$ cat src/rtl/core/fqr_pkg.sv
package fqr_pkg;

  // operation codes
  localparam logic [1:0] MODE_PUT    = 2'd0;
  localparam logic [1:0] MODE_GET    = 2'd1;
  localparam logic [1:0] MODE_REMOVE = 2'd2;

  // status codes
  localparam logic [1:0] ST_OK       = 2'd0;
  localparam logic [1:0] ST_EMPTY    = 2'd1;
  localparam logic [1:0] ST_FULL     = 2'd2;
  localparam logic [1:0] ST_NOTFOUND = 2'd3;

  // value returned on a failed operation
  localparam logic signed [31:0] FAIL_VALUE = -32'sd1;

  localparam int unsigned OCC_W = 5;

  typedef struct packed {
    logic [1:0]         mode;
    logic signed [31:0] value;
  } fqr_in_t;

  typedef struct packed {
    logic signed [31:0] value_out;
    logic [1:0]         status;
    logic [OCC_W-1:0]   occupancy;
  } fqr_out_t;

  // finished result from the sequencer
  typedef struct packed {
    logic     done;
    fqr_out_t item;
  } fqr_res_t;

endpackage

$ cat src/rtl/core/fifo_queue_with_remove_by_value_core.sv
// Bounded first-in first-out queue of signed 32-bit values with remove by value.
// Each item is put (append), get (take the oldest) or remove (delete every held
// entry equal to the value, keeping the order of the rest), and each item gives
// exactly one result with the value, a status and the occupancy. The entries sit
// in a single-port-write, registered-read RAM used as a circular buffer. Put, an
// unused mode and any failure on an empty or full queue finish in the accepting
// cycle; get finishes once the RAM read returns the oldest entry; remove runs one
// compare-and-compact step per stored entry through the RAM ports.
// The block takes no new item until the current one has finished and its result
// is leaving the output register; a stalled result stalls the input as well.
module fifo_queue_with_remove_by_value_core #(
  parameter int unsigned DEPTH = 16
) (
  input  logic             clk_i,
  input  logic             rst_ni,
  input  logic             in_valid_i,
  output logic             in_stall_o,
  input  fqr_pkg::fqr_in_t in_item_i,
  output logic             out_valid_o,
  input  logic             out_stall_i,
  output fqr_pkg::fqr_out_t out_item_o
);

  import fqr_pkg::*;

  localparam int unsigned AW = $clog2(DEPTH);

  logic          busy;
  logic          start;
  fqr_res_t      res;
  logic          ram_we;
  logic [AW-1:0] ram_waddr;
  logic [31:0]   ram_wdata;
  logic          ram_re;
  logic [AW-1:0] ram_raddr;
  logic [31:0]   ram_rdata;
  logic          out_valid_q;
  fqr_out_t      out_item_q;

  // input handshake: idle and result slot free or draining
  assign in_stall_o = busy | (out_valid_q & out_stall_i);
  assign start      = in_valid_i & ~in_stall_o;

  fqr_ctrl #(
    .DEPTH(DEPTH)
  ) u_ctrl (
    .clk_i      (clk_i),
    .rst_ni     (rst_ni),
    .start_i    (start),
    .item_i     (in_item_i),
    .busy_o     (busy),
    .res_o      (res),
    .ram_we_o   (ram_we),
    .ram_waddr_o(ram_waddr),
    .ram_wdata_o(ram_wdata),
    .ram_re_o   (ram_re),
    .ram_raddr_o(ram_raddr),
    .ram_rdata_i(ram_rdata)
  );

  fqr_ram #(
    .WIDTH(32),
    .DEPTH(DEPTH)
  ) u_ram (
    .clk_i  (clk_i),
    .we_i   (ram_we),
    .waddr_i(ram_waddr),
    .wdata_i(ram_wdata),
    .re_i   (ram_re),
    .raddr_i(ram_raddr),
    .rdata_o(ram_rdata)
  );

  // output register
  always_ff @(posedge clk_i or negedge rst_ni) begin
    if (!rst_ni) begin
      out_valid_q <= 1'b0;
    end else if (res.done) begin
      out_valid_q <= 1'b1;
    end else if (!out_stall_i) begin
      out_valid_q <= 1'b0;
    end
  end

  always_ff @(posedge clk_i) begin
    if (res.done) begin
      out_item_q <= res.item;
    end
  end

  assign out_valid_o = out_valid_q;
  assign out_item_o  = out_item_q;

endmodule

$ cat src/rtl/core/fqr_ram.sv
module fqr_ram #(
  parameter int unsigned WIDTH = 32,
  parameter int unsigned DEPTH = 16
) (
  input  logic                     clk_i,
  input  logic                     we_i,
  input  logic [$clog2(DEPTH)-1:0] waddr_i,
  input  logic [WIDTH-1:0]         wdata_i,
  input  logic                     re_i,
  input  logic [$clog2(DEPTH)-1:0] raddr_i,
  output logic [WIDTH-1:0]         rdata_o
);

  logic [WIDTH-1:0] mem_q [DEPTH];

  // one write port
  always_ff @(posedge clk_i) begin
    if (we_i) begin
      mem_q[waddr_i] <= wdata_i;
    end
  end

  // registered read, held while not enabled
  always_ff @(posedge clk_i) begin
    if (re_i) begin
      rdata_o <= mem_q[raddr_i];
    end
  end

endmodule

$ cat src/rtl/core/fqr_ctrl.sv
module fqr_ctrl #(
  parameter int unsigned DEPTH = 16
) (
  input  logic                     clk_i,
  input  logic                     rst_ni,
  input  logic                     start_i,
  input  fqr_pkg::fqr_in_t         item_i,
  output logic                     busy_o,
  output fqr_pkg::fqr_res_t        res_o,
  output logic                     ram_we_o,
  output logic [$clog2(DEPTH)-1:0] ram_waddr_o,
  output logic [31:0]              ram_wdata_o,
  output logic                     ram_re_o,
  output logic [$clog2(DEPTH)-1:0] ram_raddr_o,
  input  logic [31:0]              ram_rdata_i
);

  import fqr_pkg::*;

  localparam int unsigned AW = $clog2(DEPTH);
  localparam int unsigned CW = $clog2(DEPTH + 1);
  localparam logic [AW-1:0] LAST = AW'(DEPTH - 1);
  localparam logic [CW-1:0] FULL = CW'(DEPTH);

  typedef enum logic [2:0] {
    S_IDLE = 3'b001,
    S_GET  = 3'b010,
    S_SCAN = 3'b100
  } state_e;

  state_e             state_q, state_d;
  logic [AW-1:0]      head_q, head_d;
  logic [AW-1:0]      tail_q, tail_d;
  logic [CW-1:0]      count_q, count_d;
  logic [AW-1:0]      rd_ptr_q, rd_ptr_d;
  logic [AW-1:0]      wr_ptr_q, wr_ptr_d;
  logic [CW-1:0]      idx_q, idx_d;
  logic [CW-1:0]      cmp_q, cmp_d;
  logic [CW-1:0]      kept_q, kept_d;
  logic               rv_q, rv_d;
  logic signed [31:0] key_q, key_d;

  // circular pointer step
  function automatic logic [AW-1:0] ptr_inc(input logic [AW-1:0] p);
    ptr_inc = (p == LAST) ? '0 : p + AW'(1);
  endfunction

  assign busy_o = (state_q != S_IDLE);

  // sequencer and scan datapath
  always_comb begin
    state_d  = state_q;
    head_d   = head_q;
    tail_d   = tail_q;
    count_d  = count_q;
    rd_ptr_d = rd_ptr_q;
    wr_ptr_d = wr_ptr_q;
    idx_d    = idx_q;
    cmp_d    = cmp_q;
    kept_d   = kept_q;
    rv_d     = 1'b0;
    key_d    = key_q;

    ram_we_o    = 1'b0;
    ram_waddr_o = tail_q;
    ram_wdata_o = item_i.value;
    ram_re_o    = 1'b0;
    ram_raddr_o = head_q;

    res_o.done           = 1'b0;
    res_o.item.value_out = 32'sd0;
    res_o.item.status    = ST_OK;

    case (state_q)
      S_IDLE: begin
        if (start_i) begin
          case (item_i.mode)
            MODE_PUT: begin
              res_o.done = 1'b1;
              if (count_q == FULL) begin
                res_o.item.value_out = FAIL_VALUE;
                res_o.item.status    = ST_FULL;
              end else begin
                ram_we_o = 1'b1;
                tail_d   = ptr_inc(tail_q);
                count_d  = count_q + CW'(1);
              end
            end
            MODE_GET: begin
              if (count_q == '0) begin
                res_o.done           = 1'b1;
                res_o.item.value_out = FAIL_VALUE;
                res_o.item.status    = ST_EMPTY;
              end else begin
                ram_re_o = 1'b1;
                state_d  = S_GET;
              end
            end
            MODE_REMOVE: begin
              if (count_q == '0) begin
                res_o.done           = 1'b1;
                res_o.item.value_out = FAIL_VALUE;
                res_o.item.status    = ST_EMPTY;
              end else begin
                key_d    = item_i.value;
                rd_ptr_d = head_q;
                wr_ptr_d = head_q;
                idx_d    = '0;
                cmp_d    = '0;
                kept_d   = '0;
                state_d  = S_SCAN;
              end
            end
            default: begin
              res_o.done = 1'b1;
            end
          endcase
        end
      end

      // oldest entry arrives from the store
      S_GET: begin
        res_o.done           = 1'b1;
        res_o.item.value_out = ram_rdata_i;
        head_d               = ptr_inc(head_q);
        count_d              = count_q - CW'(1);
        state_d              = S_IDLE;
      end

      // read ahead one entry a cycle, compare and compact behind
      S_SCAN: begin
        if (idx_q != count_q) begin
          ram_re_o    = 1'b1;
          ram_raddr_o = rd_ptr_q;
          rd_ptr_d    = ptr_inc(rd_ptr_q);
          idx_d       = idx_q + CW'(1);
          rv_d        = 1'b1;
        end
        if (rv_q) begin
          if (ram_rdata_i != key_q) begin
            ram_we_o    = 1'b1;
            ram_waddr_o = wr_ptr_q;
            ram_wdata_o = ram_rdata_i;
            wr_ptr_d    = ptr_inc(wr_ptr_q);
            kept_d      = kept_q + CW'(1);
          end
          cmp_d = cmp_q + CW'(1);
          if (cmp_d == count_q) begin
            res_o.done = 1'b1;
            state_d    = S_IDLE;
            if (kept_d == count_q) begin
              res_o.item.value_out = FAIL_VALUE;
              res_o.item.status    = ST_NOTFOUND;
            end else begin
              res_o.item.value_out = key_q;
              count_d              = kept_d;
              tail_d               = wr_ptr_d;
            end
          end
        end
      end

      default: begin
        state_d = S_IDLE;
      end
    endcase

    res_o.item.occupancy = OCC_W'(count_d);
  end

  // control state
  always_ff @(posedge clk_i or negedge rst_ni) begin
    if (!rst_ni) begin
      state_q <= S_IDLE;
      head_q  <= '0;
      tail_q  <= '0;
      count_q <= '0;
      rv_q    <= 1'b0;
    end else begin
      state_q <= state_d;
      head_q  <= head_d;
      tail_q  <= tail_d;
      count_q <= count_d;
      rv_q    <= rv_d;
    end
  end

  // scan working registers
  always_ff @(posedge clk_i) begin
    rd_ptr_q <= rd_ptr_d;
    wr_ptr_q <= wr_ptr_d;
    idx_q    <= idx_d;
    cmp_q    <= cmp_d;
    kept_q   <= kept_d;
    key_q    <= key_d;
  end

endmodule

$ cat config.mk
export PLATFORM = sky130hd
export DESIGN_NAME = fifo_queue_with_remove_by_value_core
export DESIGN_NICKNAME = d
export VERILOG_FILES = /design/src/rtl/core/fqr_pkg.sv /design/src/rtl/core/fifo_queue_with_remove_by_value_core.sv /design/src/rtl/core/fqr_ram.sv /design/src/rtl/core/fqr_ctrl.sv
export SDC_FILE = /design/constraint.sdc
export NUM_CORES = 1
export LEC_CHECK = 0
export ABC_AREA = 1
export BUFFER_PORTS_ARGS = -buffer_cell sky130_fd_sc_hd__buf_4
export CORE_ASPECT_RATIO = 1.1
export CORE_MARGIN = 2
export CORE_UTILIZATION = 59
export CTS_BUF_LIST = sky130_fd_sc_hd__clkbuf_4
export DETAILED_ROUTE_END_ITERATION = 8
export PLACE_DENSITY = 0.81
export SLEW_MARGIN = 10
export SYNTH_ARGS = -nofsm -noshare
export SYNTH_HDL_FRONTEND = slang
export SYNTH_SLANG_ARGS = --single-unit
$ cat constraint.sdc
create_clock -name clk_i -period 5.9 [get_ports clk_i]
set_clock_uncertainty 0.15 [all_clocks]
set_input_delay 1.18 -clock clk_i [delete_from_list [all_inputs] [get_ports clk_i]]
set_output_delay 1.18 -clock clk_i [all_outputs]
set_load 0.02 [all_outputs]
==> impl_metrics.toml <==
[run_status]
outcome = "finished clean"

[logic_synthesis]
synth_area_mm2 = 0.0284
ys_ff_latch = 656
ys_seq_area_share_pct = 69.1
avgSynthCellArea_um2 = 13.0
netlist-cell-type-count = 43
yosys_warnings = 0
syn-num-nets = 2237
syn_inst = 2186

[timing]
fmaxAchievable_ghz = 0.231
hold_viol = 0
worst_pin_slew_ns = 1.26
final_max_slew_viol_count = 0
grt_setup_unrepaired = "false"
finalCriticalPeriod_ns = 4.33
timing.final.crit_share_pct = 73.3
setup_viol = 0
tns_ns = 0
maxSlewHeadroom_pct = 15.7

[clocking]
cts_tree = "yes"
cts.clk_slew.worst_paths_ns = 0.07
clk_path_buf_depth = 3
cts_root_buf = "clkbuf_4"
htree_levels = 4
cts_resized = 0
cts_buffers = 151
clock-sinks = 656
clk_latency_ns = 0.91

[critical_path]
end_kind = "flop"
cp-startpoint = "u_ctrl.key_q[5]"
crit_arrival_ns = 4.63
critPathRequiredTime_ns = 6.21
slowest_stage = "nor2_4"
path_class = "reg2reg"
path_max_fanout = 32
max_stage_delay_ns = 1.08
r2r_setup_slack_ns = 1.57
crit_path_cell_trace = "xnor2_1, nand2_1, nor2_1, nand2_1, nor2_4, nand2_2, nand3_2, nor2_1, a21oi_1, nand3_1, nor2_4"
critPathLaunchType = "flop"
r2r-start = "u_ctrl.key_q[5]"

[routing]
first_iter_violations = 2387
wl_per_cell_um = 22.9
viasPerCell = 6.12
vias = 18800
ant_nets = 0
drc = 0
wirelength_um = 70500
dr.pass1.iters = 8

[layout]
drive_gt1_share_pct = 21.5
sequential_cell_area_mm2 = 0.0196
layout.nets = 2364
multi_input_area_mm2 = 0.00755
fillCellCount = 3244
area_growth_pct = 10.5
finish.instance_area_mm2 = 0.0313

[placement]
port_buffers = 78
dpl.hpwl_um = 42700
dpl-instance-area_mm2 = 0.0294
gp_congestion = 0.915

[min_path]
worstHoldStart = "in_item_i[3]"
min_path_type = "in2reg"

[floorplanning]
ios = 79
die_w_um = 213
die-area_mm2 = 0.0499
core_mm2 = 0.0476
die_y_um = 234
initial_core_util_pct = 59.6
num_rows = 84

[power_and_ir_drop]
power_density_mw_per_mm2 = 447
leakage_nw = 11.1
ir_drop_mv = 0.501

[global_route]
grt_start_max_net_pins = 277
grt_first_pass_wirelength_um = 105000
overflow = 0
antenna_found_initial = 2
grt_pass1_vias = 18000
grt_use_total_pct = 28.6

[job]
drv_cap = 0
==> registers in the layout, summed over array words and instances, names as in the netlist <==
name and flops:
u_ctrl.rv_q 1, u_ctrl.key_q 32, u_ram.rdata_o 32, u_ctrl.head_q 4
u_ctrl.count_q 5, u_ctrl.rd_ptr_q 4, u_ctrl.idx_q 5, out_item_o 39
u_ctrl.kept_q 5, u_ctrl.cmp_q 5, u_ctrl.wr_ptr_q 4, u_ctrl.tail_q 4
u_ctrl.state_q 3, out_valid_o 1, u_ram.mem_q 512
==> cell type report <==
cell class / count / share of cell area [%]
diodes: 1 / 0.00798
flip-flops and latches: 656 / 62.6
well taps: 645 / 2.57
inverters: 153 / 1.86
clock buffers: 225 / 5.39
repair buffers: 108 / 2.74
clock inverters: 43 / 0.790
multi-input cells: 1243 / 24.1
==> repair_timing <==
| action | CTS | global route |
|---|---|---|
| hold buffers | 1 | 0 |
| setup buffers | 0 | 0 |
| endpoints found under the hold margin | 15 | 0 |
| endpoints found under the setup margin | 0 | 0 |
==> cells in the mapped netlist (all sizes together) <==
library cell / n / area (um2)
a21o: 1 / 7.51
a21oi: 21 / 105
a221oi: 21 / 184
a22oi: 1 / 7.51
a31oi: 1 / 6.26
buf: 105 / 729
clkbuf: 29 / 118
dfrtp: 17 / 425
dfstp: 1 / 26.3
edfxtp: 638 / 19200
ha: 13 / 163
inv: 153 / 574
mux2: 21 / 236
nand2: 292 / 1120
nand3: 240 / 1220
nand3b: 4 / 30.0
nand4: 7 / 43.8
nor2: 59 / 244
nor3: 9 / 66.3
nor4: 1 / 6.26
o211ai: 271 / 2080
o21ai: 43 / 226
o22ai: 3 / 18.8
o31ai: 3 / 22.5
or2: 191 / 1190
xnor2: 24 / 218
xor2: 17 / 149
==> layer usage <==
metal	GRT usage [%]	vias up	part of all wire (%)
met4	12.5	2	3.4
met1	38.0	9052	37
met2	44.6	1234	47
met5	0	-	0.018
met3	8.01	171	12
li1	-	8368	-
==> through the flow <==
step | cells | setup slack, ns | hold WS, ns | power [W] | utilization (%)
2_1_floorplan | 2186 | 0.714 | 0.316 | 0.00915 | -
3_3_place_gp | 2803 | 1.71 | 0.339 | 0.0103 | 61.7
3_5_place_dp | 2803 | 1.59 | 0.348 | 0.0104 | 61.7
4_1_cts | 3072 | 1.70 | 0.265 | 0.0140 | 65.8
5_1_grt | 3074 | 1.47 | 0.305 | 0.0147 | 65.8
6_report | 3074 | 1.57 | 0.323 | 0.0140 | 65.8
==> cell usage in the layout (no fill, tap or decap), types with 4 or more instances in the layout <==
cell,n
ha_1,13
o21ai_0,26
nor2_1,40
buf_4,104
clkbuf_4,225
o21ai_1,10
or2_2,89
or2_1,102
inv_2,14
o21ai_4,4
nand3_1,237
xnor2_1,23
nand2_2,9
o211ai_1,261
a221oi_1,21
nand2_1,283
inv_1,142
edfxtp_1,638
xor2_1,17
nand4_1,7
nor2_4,19
a21oi_1,21
nand3b_1,4
nor3_1,4
mux2_2,21
clkinv_1,31
o211ai_2,10
dfrtp_1,17
==> path summary, 6_finish.rpt <==
check,end,depth (start not counted)
min reg2reg,u_ctrl.state_q[0],2
min,u_ctrl.key_q[3],1
max in group asynchronous,u_ctrl.state_q[0],2
max reg2reg,u_ram.mem_q[5][30],11
min in group asynchronous,u_ctrl.tail_q[3],2
max,u_ram.mem_q[5][30],11
==> worst max-delay path: cells and delay by family, from the launching register on <==
family / cells / cell delay [ns]
and+or+nand+nor: 9 / 2.60
DFF: 1 / 0.43
AOI/OAI and AO/OA: 1 / 0.41
xor gates and xnor gates: 1 / 0.31
==> cell families (layout without fill, tap and decap cells) <==
kind of cell | after synthesis | after routing | synth area share, %
adder cells (fa/ha/maj) | 13 | 13 | 0.573
other | 0 | 1 | 0
flip-flops | 656 | 656 | 69.1
buffers and inverters | 287 | 529 | 5.01
XOR/XNOR | 41 | 41 | 1.29
multiplexers | 21 | 21 | 0.833
AND/OR/NAND/NOR | 803 | 803 | 13.8
AO/OA/AOI/OAI | 365 | 365 | 9.38
==> where the power goes <==
| part | internal, W | total, W | switching (W) |
|---|---|---|---|
| combinational | 0.00142 | 0.00465 | 0.00322 |
| clock | 0.00187 | 0.00360 | 0.00173 |
| sequential | 0.00555 | 0.00577 | 0.000225 |
| total | 0.00885 | 0.0140 | 0.00517 |
(Power assumes the default switching activity.)
